**src/hdl/csds_pkg.sv**
```systemverilog
// Shared constants, types and helper functions of the circular-scan disk scheduler.
package csds_pkg;

    localparam int MAX_REQUESTS = 32;
    localparam int IDX_W        = $clog2(MAX_REQUESTS);
    localparam int CNT_W        = $clog2(MAX_REQUESTS + 1);
    localparam int TRACK_W      = 16;
    localparam int TOTAL_W      = 24;
    localparam int SIZE_W       = 17;
    localparam int CFG_IDX_W    = 2;

    localparam logic [CFG_IDX_W-1:0] CFG_START_TRACK = 2'd0;
    localparam logic [CFG_IDX_W-1:0] CFG_DISK_TRACKS = 2'd1;
    localparam logic [CFG_IDX_W-1:0] CFG_SWEEP_UP    = 2'd2;

    localparam logic [SIZE_W-1:0] DISK_MIN = 17'd2;
    localparam logic [SIZE_W-1:0] DISK_MAX = 17'd65536;

    typedef enum logic [2:0] {
        ST_LOAD,
        ST_INIT,
        ST_PHASE1,
        ST_EDGE,
        ST_WRAP,
        ST_PHASE2
    } csds_state_t;

    // Commands from the controller to the datapath.
    typedef struct packed {
        logic load;
        logic init;
        logic emit_req;
        logic emit_edge;
        logic emit_wrap;
        logic last;
    } csds_cmd_t;

    // Status from the datapath to the controller.
    typedef struct packed {
        logic out_free;
        logic rem_zero;
        logic rem_one;
        logic rem2_zero;
    } csds_stat_t;

    function automatic logic [TRACK_W-1:0] abs_diff(input logic [TRACK_W-1:0] a,
                                                    input logic [TRACK_W-1:0] b);
        return (a > b) ? (a - b) : (b - a);
    endfunction

    // Length of a run of ones that starts at bit 0, for an input with no ones above that run.
    function automatic logic [CNT_W-1:0] thermo_len(input logic [MAX_REQUESTS-1:0] v);
        logic [MAX_REQUESTS-1:0] nxt;
        logic [CNT_W-1:0]        len;
        nxt = v >> 1;
        len = '0;
        for (int i = 0; i < MAX_REQUESTS; i++)
        begin
            if (v[i] && !nxt[i])
            begin
                len = len | CNT_W'(i + 1);
            end
        end
        return len;
    endfunction

endpackage

```
**src/hdl/csds_req_if.sv**
```systemverilog
// Request channel: one track request per item.
interface csds_req_if import csds_pkg::*; ();
    logic               valid;
    logic               ready;
    logic [TRACK_W-1:0] request_track;
    logic               final_request;

    modport source (output valid, output request_track, output final_request, input ready);
    modport sink (input valid, input request_track, input final_request, output ready);
endinterface

```
**src/hdl/csds_res_if.sv**
```systemverilog
// Result channel: one visited track per item.
interface csds_res_if import csds_pkg::*; ();
    logic               valid;
    logic               ready;
    logic [TRACK_W-1:0] visit_track;
    logic [TRACK_W-1:0] seek_move;
    logic [TOTAL_W-1:0] seek_total;
    logic               end_of_batch;
    logic               overflowed;

    modport source (output valid, output visit_track, output seek_move, output seek_total,
                    output end_of_batch, output overflowed, input ready);
    modport sink (input valid, input visit_track, input seek_move, input seek_total,
                  input end_of_batch, input overflowed, output ready);
endinterface

```
**src/hdl/csds_cfg_if.sv**
```systemverilog
// Configuration write channel: register index and write data.
interface csds_cfg_if import csds_pkg::*; ();
    logic                 valid;
    logic                 ready;
    logic [CFG_IDX_W-1:0] index;
    logic [SIZE_W-1:0]    data;

    modport source (output valid, output index, output data, input ready);
    modport sink (input valid, input index, input data, output ready);
endinterface

```
**src/hdl/circular_scan_disk_scheduler.sv**
```systemverilog
// Top level of the circular-scan disk scheduler: controller, datapath and channel wiring.
//
// Requests are taken one item per cycle and inserted straight into a sorted store of
// MAX_REQUESTS entries. The item that carries final_request is loaded like the others;
// the block then stops taking requests, locates the start head in the sorted store in
// its init state and issues n + 2 results for n stored requests, one per cycle while
// the result side keeps up, with an idle step in the first-sweep state before the
// end-track visit. Requests are ready again in the cycle after the last result of the
// batch is issued, even while that result still waits to be taken. Requests beyond
// MAX_REQUESTS are dropped and every result of that batch carries overflowed. The
// configuration port is always ready and should be written only while no batch is in
// progress.
module circular_scan_disk_scheduler import csds_pkg::*; (
    input  logic      clk,
    input  logic      rst_n,
    csds_req_if.sink  req,
    csds_res_if.source res,
    csds_cfg_if.sink  cfg
);

    csds_cmd_t  cmd;
    csds_stat_t stat;
    logic       in_ready;

    assign req.ready = in_ready;
    assign cfg.ready = 1'b1;

    csds_ctrl u_ctrl (
        .clk      (clk),
        .rst_n    (rst_n),
        .in_valid (req.valid),
        .in_final (req.final_request),
        .in_ready (in_ready),
        .stat     (stat),
        .cmd      (cmd)
    );

    csds_datapath u_datapath (
        .clk       (clk),
        .rst_n     (rst_n),
        .cmd       (cmd),
        .stat      (stat),
        .in_track  (req.request_track),
        .cfg_we    (cfg.valid),
        .cfg_index (cfg.index),
        .cfg_data  (cfg.data),
        .out_ready (res.ready),
        .out_valid (res.valid),
        .out_track (res.visit_track),
        .out_move  (res.seek_move),
        .out_total (res.seek_total),
        .out_end   (res.end_of_batch),
        .out_ovf   (res.overflowed)
    );

`ifndef SYNTH
    // The controller never issues two commands at once.
    assert property (@(posedge clk) disable iff (!rst_n)
        $onehot0({cmd.load, cmd.init, cmd.emit_req, cmd.emit_edge, cmd.emit_wrap}))
        else $error("overlapping datapath commands");

    // A new result is only issued when the result register is free or being emptied.
    assert property (@(posedge clk) disable iff (!rst_n)
        (cmd.emit_req || cmd.emit_edge || cmd.emit_wrap) |-> stat.out_free)
        else $error("result issued over a waiting result");

    // A request is only read from the store while requests of the current sweep remain.
    assert property (@(posedge clk) disable iff (!rst_n)
        cmd.emit_req |-> !stat.rem_zero)
        else $error("request read beyond the current sweep");

    // After the last result of a batch the block takes requests again.
    assert property (@(posedge clk) disable iff (!rst_n)
        ((cmd.emit_req || cmd.emit_wrap) && cmd.last) |=> in_ready)
        else $error("requests not resumed after end of batch");
`endif

endmodule

```
**src/hdl/csds_datapath.sv**
```systemverilog
// Datapath: sorted request store, configuration registers, head and total tracking, result register.
module csds_datapath import csds_pkg::*; (
    input  logic                 clk,
    input  logic                 rst_n,
    input  csds_cmd_t            cmd,
    output csds_stat_t           stat,
    input  logic [TRACK_W-1:0]   in_track,
    input  logic                 cfg_we,
    input  logic [CFG_IDX_W-1:0] cfg_index,
    input  logic [SIZE_W-1:0]    cfg_data,
    input  logic                 out_ready,
    output logic                 out_valid,
    output logic [TRACK_W-1:0]   out_track,
    output logic [TRACK_W-1:0]   out_move,
    output logic [TOTAL_W-1:0]   out_total,
    output logic                 out_end,
    output logic                 out_ovf
);

    logic [TRACK_W-1:0] store_reg [MAX_REQUESTS];
    logic [TRACK_W-1:0] store_next [MAX_REQUESTS];
    logic [CNT_W-1:0]   count_reg, count_next;
    logic               dropped_reg, dropped_next;

    logic [TRACK_W-1:0] start_reg, start_next;
    logic [SIZE_W-1:0]  tracks_reg, tracks_next;
    logic               up_reg, up_next;

    logic [TRACK_W-1:0] head_reg, head_next;
    logic [TOTAL_W-1:0] total_reg, total_next;
    logic [IDX_W-1:0]   idx_reg, idx_next;
    logic [CNT_W-1:0]   rem_reg, rem_next;
    logic [IDX_W-1:0]   idx2_reg, idx2_next;
    logic [CNT_W-1:0]   rem2_reg, rem2_next;

    logic               out_valid_reg, out_valid_next;
    logic [TRACK_W-1:0] out_track_reg, out_track_next;
    logic [TRACK_W-1:0] out_move_reg, out_move_next;
    logic [TOTAL_W-1:0] out_total_reg, out_total_next;
    logic               out_end_reg, out_end_next;
    logic               out_ovf_reg, out_ovf_next;

    logic [MAX_REQUESTS-1:0] greater, below, at_or_below;
    logic                    store_we;
    logic [CNT_W-1:0]        len_below, len_at_or_below;
    logic [SIZE_W-1:0]       size_c;
    logic [TRACK_W-1:0]      top;
    logic                    emit;
    logic [TRACK_W-1:0]      emit_track, emit_move;

    // Per-entry compares against the new request and against the start track.
    always_comb
    begin
        for (int i = 0; i < MAX_REQUESTS; i++)
        begin
            greater[i]     = (CNT_W'(i) < count_reg) && (store_reg[i] > in_track);
            below[i]       = (CNT_W'(i) < count_reg) && (store_reg[i] < start_reg);
            at_or_below[i] = (CNT_W'(i) < count_reg) && (store_reg[i] <= start_reg);
        end
        len_below       = thermo_len(below);
        len_at_or_below = thermo_len(at_or_below);
    end

    // Insertion keeps the store in ascending order: larger entries move up one place.
    assign store_we = cmd.load && (count_reg < CNT_W'(MAX_REQUESTS));

    always_comb
    begin
        store_next[0] = store_reg[0];
        if (greater[0] || (count_reg == '0))
        begin
            store_next[0] = in_track;
        end
        for (int i = 1; i < MAX_REQUESTS; i++)
        begin
            if (greater[i-1])
            begin
                store_next[i] = store_reg[i-1];
            end
            else if (greater[i] || (CNT_W'(i) == count_reg))
            begin
                store_next[i] = in_track;
            end
            else
            begin
                store_next[i] = store_reg[i];
            end
        end
    end

    always_comb
    begin
        size_c = tracks_reg;
        if (tracks_reg < DISK_MIN)
        begin
            size_c = DISK_MIN;
        end
        else if (tracks_reg > DISK_MAX)
        begin
            size_c = DISK_MAX;
        end
        top = TRACK_W'(size_c - SIZE_W'(1));
    end

    assign emit = cmd.emit_req || cmd.emit_edge || cmd.emit_wrap;

    always_comb
    begin
        if (cmd.emit_req)
        begin
            emit_track = store_reg[idx_reg];
            emit_move  = abs_diff(head_reg, store_reg[idx_reg]);
        end
        else if (cmd.emit_edge)
        begin
            emit_track = up_reg ? top : '0;
            emit_move  = up_reg ? abs_diff(head_reg, top) : head_reg;
        end
        else
        begin
            emit_track = up_reg ? '0 : top;
            emit_move  = top;
        end
    end

    always_comb
    begin
        count_next   = count_reg;
        dropped_next = dropped_reg;
        start_next   = start_reg;
        tracks_next  = tracks_reg;
        up_next      = up_reg;
        head_next    = head_reg;
        total_next   = total_reg;
        idx_next     = idx_reg;
        rem_next     = rem_reg;
        idx2_next    = idx2_reg;
        rem2_next    = rem2_reg;

        if (cfg_we)
        begin
            case (cfg_index)
                CFG_START_TRACK: start_next  = cfg_data[TRACK_W-1:0];
                CFG_DISK_TRACKS: tracks_next = cfg_data;
                CFG_SWEEP_UP:    up_next     = cfg_data[0];
                default:         start_next  = start_reg;
            endcase
        end

        if (cmd.load)
        begin
            if (store_we)
            begin
                count_next = count_reg + CNT_W'(1);
            end
            else
            begin
                dropped_next = 1'b1;
            end
        end

        if (cmd.init)
        begin
            head_next  = start_reg;
            total_next = '0;
            if (up_reg)
            begin
                idx_next  = len_below[IDX_W-1:0];
                rem_next  = count_reg - len_below;
                idx2_next = '0;
                rem2_next = len_below;
            end
            else
            begin
                idx_next  = IDX_W'(len_at_or_below - CNT_W'(1));
                rem_next  = len_at_or_below;
                idx2_next = IDX_W'(count_reg - CNT_W'(1));
                rem2_next = count_reg - len_at_or_below;
            end
        end

        if (emit)
        begin
            head_next  = emit_track;
            total_next = total_reg + TOTAL_W'(emit_move);
        end

        if (cmd.emit_req)
        begin
            idx_next = up_reg ? (idx_reg + IDX_W'(1)) : (idx_reg - IDX_W'(1));
            rem_next = rem_reg - CNT_W'(1);
        end

        if (cmd.emit_wrap)
        begin
            idx_next = idx2_reg;
            rem_next = rem2_reg;
        end

        // The batch is finished once its last result is issued.
        if (emit && cmd.last)
        begin
            count_next   = '0;
            dropped_next = 1'b0;
        end
    end

    always_comb
    begin
        out_valid_next = out_valid_reg;
        out_track_next = out_track_reg;
        out_move_next  = out_move_reg;
        out_total_next = out_total_reg;
        out_end_next   = out_end_reg;
        out_ovf_next   = out_ovf_reg;
        if (emit)
        begin
            out_valid_next = 1'b1;
            out_track_next = emit_track;
            out_move_next  = emit_move;
            out_total_next = total_reg + TOTAL_W'(emit_move);
            out_end_next   = cmd.last;
            out_ovf_next   = dropped_reg;
        end
        else if (out_ready)
        begin
            out_valid_next = 1'b0;
        end
    end

    always_ff @(posedge clk)
    begin
        if (store_we)
        begin
            for (int i = 0; i < MAX_REQUESTS; i++)
            begin
                store_reg[i] <= store_next[i];
            end
        end
    end

    always_ff @(posedge clk or negedge rst_n)
    begin
        if (!rst_n)
        begin
            count_reg     <= '0;
            dropped_reg   <= 1'b0;
            start_reg     <= '0;
            tracks_reg    <= DISK_MAX;
            up_reg        <= 1'b1;
            out_valid_reg <= 1'b0;
        end
        else
        begin
            count_reg     <= count_next;
            dropped_reg   <= dropped_next;
            start_reg     <= start_next;
            tracks_reg    <= tracks_next;
            up_reg        <= up_next;
            out_valid_reg <= out_valid_next;
        end
    end

    always_ff @(posedge clk)
    begin
        head_reg      <= head_next;
        total_reg     <= total_next;
        idx_reg       <= idx_next;
        rem_reg       <= rem_next;
        idx2_reg      <= idx2_next;
        rem2_reg      <= rem2_next;
        out_track_reg <= out_track_next;
        out_move_reg  <= out_move_next;
        out_total_reg <= out_total_next;
        out_end_reg   <= out_end_next;
        out_ovf_reg   <= out_ovf_next;
    end

    assign stat.out_free  = !out_valid_reg || out_ready;
    assign stat.rem_zero  = (rem_reg == '0);
    assign stat.rem_one   = (rem_reg == CNT_W'(1));
    assign stat.rem2_zero = (rem2_reg == '0);

    assign out_valid = out_valid_reg;
    assign out_track = out_track_reg;
    assign out_move  = out_move_reg;
    assign out_total = out_total_reg;
    assign out_end   = out_end_reg;
    assign out_ovf   = out_ovf_reg;

endmodule

```
**src/hdl/csds_ctrl.sv**
```systemverilog
// Controller: sequences loading, the first sweep, the end-track and wrap visits and the second sweep.
module csds_ctrl import csds_pkg::*; (
    input  logic       clk,
    input  logic       rst_n,
    input  logic       in_valid,
    input  logic       in_final,
    output logic       in_ready,
    input  csds_stat_t stat,
    output csds_cmd_t  cmd
);

    csds_state_t state_reg, state_next;

    always_comb
    begin
        state_next = state_reg;
        case (state_reg)
            ST_LOAD:
            begin
                if (in_valid && in_final)
                begin
                    state_next = ST_INIT;
                end
            end
            ST_INIT:   state_next = ST_PHASE1;
            ST_PHASE1:
            begin
                if (stat.rem_zero)
                begin
                    state_next = ST_EDGE;
                end
            end
            ST_EDGE:
            begin
                if (stat.out_free)
                begin
                    state_next = ST_WRAP;
                end
            end
            ST_WRAP:
            begin
                if (stat.out_free)
                begin
                    state_next = stat.rem2_zero ? ST_LOAD : ST_PHASE2;
                end
            end
            ST_PHASE2:
            begin
                if (stat.out_free && stat.rem_one)
                begin
                    state_next = ST_LOAD;
                end
            end
            default:   state_next = ST_LOAD;
        endcase
    end

    always_comb
    begin
        cmd      = '0;
        in_ready = 1'b0;
        case (state_reg)
            ST_LOAD:
            begin
                in_ready = 1'b1;
                cmd.load = in_valid;
            end
            ST_INIT:   cmd.init = 1'b1;
            ST_PHASE1: cmd.emit_req = !stat.rem_zero && stat.out_free;
            ST_EDGE:   cmd.emit_edge = stat.out_free;
            ST_WRAP:
            begin
                cmd.emit_wrap = stat.out_free;
                cmd.last      = stat.rem2_zero;
            end
            ST_PHASE2:
            begin
                cmd.emit_req = stat.out_free;
                cmd.last     = stat.rem_one;
            end
            default:   cmd = '0;
        endcase
    end

    always_ff @(posedge clk or negedge rst_n)
    begin
        if (!rst_n)
        begin
            state_reg <= ST_LOAD;
        end
        else
        begin
            state_reg <= state_next;
        end
    end

endmodule

```
**src/flat_wrapper.sv**
```systemverilog
// flat-port wrapper written by rule: the top's interface ports become plain ports
module circular_scan_disk_scheduler_flat import csds_pkg::*;
  (clk, rst_n, req_valid, req_request_track, req_final_request, req_ready, res_valid, res_visit_track, res_seek_move, res_seek_total, res_end_of_batch, res_overflowed, res_ready, cfg_valid, cfg_index, cfg_data, cfg_ready);
  csds_req_if req_i ();
  csds_res_if res_i ();
  csds_cfg_if cfg_i ();
  input  logic clk;
  input  logic rst_n;
  input wire logic [$bits(req_i.valid)-1:0] req_valid;
  input wire logic [$bits(req_i.request_track)-1:0] req_request_track;
  input wire logic [$bits(req_i.final_request)-1:0] req_final_request;
  output wire logic [$bits(req_i.ready)-1:0] req_ready;
  output wire logic [$bits(res_i.valid)-1:0] res_valid;
  output wire logic [$bits(res_i.visit_track)-1:0] res_visit_track;
  output wire logic [$bits(res_i.seek_move)-1:0] res_seek_move;
  output wire logic [$bits(res_i.seek_total)-1:0] res_seek_total;
  output wire logic [$bits(res_i.end_of_batch)-1:0] res_end_of_batch;
  output wire logic [$bits(res_i.overflowed)-1:0] res_overflowed;
  input wire logic [$bits(res_i.ready)-1:0] res_ready;
  input wire logic [$bits(cfg_i.valid)-1:0] cfg_valid;
  input wire logic [$bits(cfg_i.index)-1:0] cfg_index;
  input wire logic [$bits(cfg_i.data)-1:0] cfg_data;
  output wire logic [$bits(cfg_i.ready)-1:0] cfg_ready;
  assign req_i.valid = req_valid;
  assign req_i.request_track = req_request_track;
  assign req_i.final_request = req_final_request;
  assign req_ready = req_i.ready;
  assign res_valid = res_i.valid;
  assign res_visit_track = res_i.visit_track;
  assign res_seek_move = res_i.seek_move;
  assign res_seek_total = res_i.seek_total;
  assign res_end_of_batch = res_i.end_of_batch;
  assign res_overflowed = res_i.overflowed;
  assign res_i.ready = res_ready;
  assign cfg_i.valid = cfg_valid;
  assign cfg_i.index = cfg_index;
  assign cfg_i.data = cfg_data;
  assign cfg_ready = cfg_i.ready;
  circular_scan_disk_scheduler u_core (.clk(clk), .rst_n(rst_n), .req(req_i), .res(res_i), .cfg(cfg_i));
endmodule
```
**config.mk**
```make
export PLATFORM = sky130hd
export DESIGN_NAME = circular_scan_disk_scheduler_flat
export DESIGN_NICKNAME = d
export VERILOG_FILES = /design/src/hdl/csds_pkg.sv /design/src/hdl/csds_req_if.sv /design/src/hdl/csds_res_if.sv /design/src/hdl/csds_cfg_if.sv /design/src/hdl/circular_scan_disk_scheduler.sv /design/src/hdl/csds_datapath.sv /design/src/hdl/csds_ctrl.sv /design/src/flat_wrapper.sv
export SDC_FILE = /design/constraint.sdc
export NUM_CORES = 2
export LEC_CHECK = 0
export BUFFER_PORTS_ARGS = -buffer_cell sky130_fd_sc_hd__buf_2
export CELL_PAD_IN_SITES_DETAIL_PLACEMENT = 1
export CELL_PAD_IN_SITES_GLOBAL_PLACEMENT = 1
export CORE_MARGIN = 2
export CORE_UTILIZATION = 40
export CTS_CLUSTER_DIAMETER = 100
export DETAILED_ROUTE_END_ITERATION = 7
export MAX_ROUTING_LAYER = met4
export PLACE_DENSITY_LB_ADDON = 0.1
export SLEW_MARGIN = 20
export SYNTH_ARGS = -nofsm -noshare
export SYNTH_HDL_FRONTEND = slang
export SYNTH_HIERARCHICAL = 1
export SYNTH_SLANG_ARGS = --single-unit
export TNS_END_PERCENT = 50
```
**constraint.sdc**
```tcl
create_clock -name clk -period 8.89 [get_ports clk]
set_input_delay 2.667 -clock clk [delete_from_list [all_inputs] [get_ports clk]]
set_output_delay 2.667 -clock clk [all_outputs]
set_load 0.01 [all_outputs]
```
==> run_results.csv <==
group,metric,value,unit
clock_network,cts_buffer_depth,3,
floorplanning,io_pins,102,
finish,nets,6847,
worst_setup_path,timing.rr.end,"u_core/u_datapath/total_reg[16]",
clock_network,post-cts-setup-buffer-count,0,
global_routing,grt_first_pass_wirelength,384000,µm
placed_design,placed_cells,7618,
finish,final_layout_size_suffix_gt1_share,19.5,%
yosys,yosys_register_bits,682,
yosys,synthesis.area,60300,µm²
run_status,run_status,"completed",
timing,clock-skew-final,0.0562,ns
finish,finish.utilization,44.9,%
worst_setup_path,cp.required,9.48,ns
global_routing,grtUsageTotal,36.1,%
job,maxCapViolations,0,
worst_setup_path,regToRegSetupSlack,1.01,ns
floorplanning,dieHeight,392,µm
finish,final_cells,7793,
hold_path,min-delay-start,"u_core/u_datapath/dropped_reg",
worst_setup_path,setup.worst_path.end_class,"flop",
finish,area_taken_by_flip_flops_and_latches,20200,µm²
placed_design,pre_cts_ws,0.973,ns
finish,syn2layout_area_growth,11.5,%
route,detailedRoute.firstIterationViolations,5332,
timing,final_max_slew_viol_count,0,
floorplanning,coreArea,150000,µm²
floorplanning,row_count,142,
timing,setup_viol_count_final,0,
hold_path,worst_hold_path.endpoint,"u_core/u_datapath/out_ovf",
timing,setup_repair_after_global_routing_missed_its_margin,"no",
finish,nFillCells,16200,
yosys,synth_largest_area_cell,"sky130_fd_sc_hd__edfxtp_1",
floorplanning,floorplan.die.width,392,µm
worst_setup_path,setup.worst_path.start_class,"flop",
yosys,synth.top_cell.area_share,31.4,%
yosys,postSynthNetCount,6684,
placed_design,dpl.hpwl,203000,µm
clock_network,clockRootBuffer,"sky130_fd_sc_hd__clkbuf_16",
clock_network,clock_network_latency_to_the_later_pin_of_the_worst_skew_pair,0.74,ns
global_routing,number_of_antenna_violations_at_the_first_check_in_global_routing,25,
clock_network,ctsHtreeMaxLevel,3,
global_routing,grt-ovfl-total,0,
worst_setup_path,arrival_time_at_the_worst_endpoint,8.48,ns
route,ant_nets,0,
route,drc,0,
yosys,fraction_of_registers_with_async_set_or_reset_after_synthesis,6.60,%
hold_path,hold_path.class,"reg2reg",
yosys,netlist_instances,5529,
pwr,cellPowerDensity,273,nW/µm²
finish,most-common-layout-cells,"sky130_fd_sc_hd__ha_1, sky130_fd_sc_hd__edfxtp_1, sky130_fd_sc_hd__mux2_2, sky130_fd_sc_hd__a21oi_1, sky130_fd_sc_hd__o21ai_0",
yosys,synth.top_cells.by_area,"sky130_fd_sc_hd__edfxtp_1, sky130_fd_sc_hd__ha_1, sky130_fd_sc_hd__mux2_2, sky130_fd_sc_hd__mux4_2, sky130_fd_sc_hd__a21oi_1",
timing,finalHoldViolations,0,
route,wl_per_cell,35.1,µm
global_routing,number_of_global_route_vias_before_repair,51400,
timing,totalNegativeSetupSlack,0,ns
clock_network,clkTransAtPathRegs,0.06,ns
hold_path,hold_depth,0,
timing,period_needed,7.88,ns
worst_setup_path,worst-setup-path-type,"reg2reg",
floorplanning,start_util,40.3,%
floorplanning,die-area,154000,µm²
worst_setup_path,crit_path_frequent_cell,"sky130_fd_sc_hd__o21ai_0",
global_routing,grt_max_degree,70,
worst_setup_path,timing.reg2reg.worst_path_depth,34,
route,drt-total-wl,273000,µm
yosys,yosysWarningCount,6,
yosys,dominantRegCellSynth,"sky130_fd_sc_hd__edfxtp_1",
worst_setup_path,cp_slowest_stage_delay,0.50,ns
yosys,synth-seq-area-share,33.5,%
timing,post-route-period-util,88.7,%
worst_setup_path,crit_path_max_fanout,18,
finish,multi_input_gate_area,39000,µm²
yosys,synth.avg_cell_area,10.9,µm²
pwr,vdd_drop_max,0.000222,V
timing,maxClockFrequency,127,MHz
clock_network,post_cts_hold_buffer_count,0,
clock_network,clock_sinks,682,
finish,commonest_non_fill_non_tap_cell_in_the_layout,"sky130_fd_sc_hd__ha_1",
clock_network,tritoncts,"built",
yosys,synth_edf_count,632,
timing,timing.final.ws_setup,1.01,ns
route,num_vias,51500,
route,routed_via_density,6.61,
finish,largest_register_ffs,512,
yosys,ys_types,103,
worst_setup_path,crit_path_top_delay_cell,"sky130_fd_sc_hd__fa_1",
route,drt-pass1-iter-count,6,
placed_design,port-buffer-count,100,
pwr,power.static_leakage,26.9,nW
timing,tightestPinTransition,1.21,ns
timing,slew_headroom,19.0,%
clock_network,tritoncts.num_buffers,88,
worst_setup_path,worst_r2r_startpoint,"u_core/u_datapath/tracks_reg[3]",
placed_design,globalplace.congestion,1.02,
critical path: cells and delay by family (launching register included):
family / cells / cell delay (ns)
simple gates: 5 / 1.01
compound gates: 23 / 4.64
flops: 1 / 0.45
fa+ha+maj: 2 / 0.95
buf+inv: 4 / 0.69
routing by layer:
layer | vias up | GRT usage [%] | share of wire, %
met5 | - | - | 0
li1 | 22000 | - | -
met2 | 2478 | 52.8 | 43
met3 | 591 | 6.85 | 8.9
met1 | 26400 | 47.5 | 42
met4 | 0 | 18.2 | 5.9
logic make-up after synthesis:
family / share of synthesized area [%]
xor gates and xnor gates: 1.06
and+or+nand+nor: 11.2
AOI/OAI and AO/OA: 13.8
adders and majority gates: 23.2
muxes: 14.6
DFF: 33.5
other: 0.00621
buffers and inverters: 2.61
synthesized netlist by cell type, types with 11 or more instances:
master / instances
sky130_fd_sc_hd__a211o_1: 21
sky130_fd_sc_hd__a211oi_1: 48
sky130_fd_sc_hd__a21boi_0: 25
sky130_fd_sc_hd__a21o_1: 108
sky130_fd_sc_hd__a21oi_1: 415
sky130_fd_sc_hd__a221oi_1: 15
sky130_fd_sc_hd__a311o_1: 15
sky130_fd_sc_hd__a311oi_1: 12
sky130_fd_sc_hd__a31oi_1: 50
sky130_fd_sc_hd__and2_1: 39
sky130_fd_sc_hd__and3_1: 11
sky130_fd_sc_hd__buf_1: 20
sky130_fd_sc_hd__buf_2: 12
sky130_fd_sc_hd__clkbuf_1: 162
sky130_fd_sc_hd__dfrtp_1: 43
sky130_fd_sc_hd__edfxtp_1: 632
sky130_fd_sc_hd__ha_1: 1106
sky130_fd_sc_hd__inv_1: 195
sky130_fd_sc_hd__mux2_2: 433
sky130_fd_sc_hd__mux2i_1: 31
sky130_fd_sc_hd__mux4_2: 160
sky130_fd_sc_hd__nand2_1: 332
sky130_fd_sc_hd__nand2b_1: 116
sky130_fd_sc_hd__nand3_1: 111
sky130_fd_sc_hd__nand4_1: 204
sky130_fd_sc_hd__nor2_1: 192
sky130_fd_sc_hd__nor2b_1: 106
sky130_fd_sc_hd__nor3_1: 43
sky130_fd_sc_hd__nor3b_1: 21
sky130_fd_sc_hd__nor4_1: 25
sky130_fd_sc_hd__o211ai_1: 46
sky130_fd_sc_hd__o21a_1: 71
sky130_fd_sc_hd__o21ai_0: 353
sky130_fd_sc_hd__o22ai_1: 53
sky130_fd_sc_hd__or3_1: 17
sky130_fd_sc_hd__or4_1: 16
sky130_fd_sc_hd__xnor2_1: 48
sky130_fd_sc_hd__xor2_1: 25
worst max-delay path by stage:
stage	start	endpoint	slack, ns
5_1_grt	u_core/u_datapath/tracks_reg[4]	u_core/u_datapath/total_reg[16]	0.15
2_1_floorplan	flop	u_core/u_datapath/total_reg[16]	1.20
6_report	u_core/u_datapath/tracks_reg[3]	u_core/u_datapath/total_reg[16]	1.01
3_5_place_dp	u_core/u_datapath/tracks_reg[3]	u_core/u_datapath/total_reg[16]	0.97
3_3_place_gp	u_core/u_datapath/tracks_reg[4]	u_core/u_datapath/total_reg[16]	1.11
4_1_cts	u_core/u_datapath/tracks_reg[3]	u_core/u_datapath/total_reg[16]	0.91
metrics by stage:
step | hold slack, ns | power, mW | instance area, µm²
after floorplan | 0.426 | 10.9 | 60300
after global placement | 0.444 | 14.5 | 64300
after detailed placement | 0.449 | 14.6 | 64400
after CTS | 0.470 | 18.3 | 67200
after global routing | 0.483 | 19.3 | 67300
final | 0.463 | 18.4 | 67300
final cells by class:
class / count / area share (%)
Antenna cell: 14 / 0.0521
Sequential cell: 682 / 30.1
Inverter: 197 / 1.10
Clock inverter: 54 / 0.724
Multi-Input combinational cell: 4446 / 58.0
Clock buffer: 107 / 3.42
Timing Repair Buffer: 277 / 2.95
Tap cell: 2016 / 3.75
what timing repair did:
item / in CTS / in global routing
resized for setup: 0 / 1
endpoints found under the setup margin: 0 / 2
endpoints found under the hold margin: 0 / 0
power breakdown:
part	switching [mW]	internal, mW
Sequential	0.383	4.23
Combinational	6.29	3.88
Clock	1.60	1.98
Power figures use the tool's default switching activity.
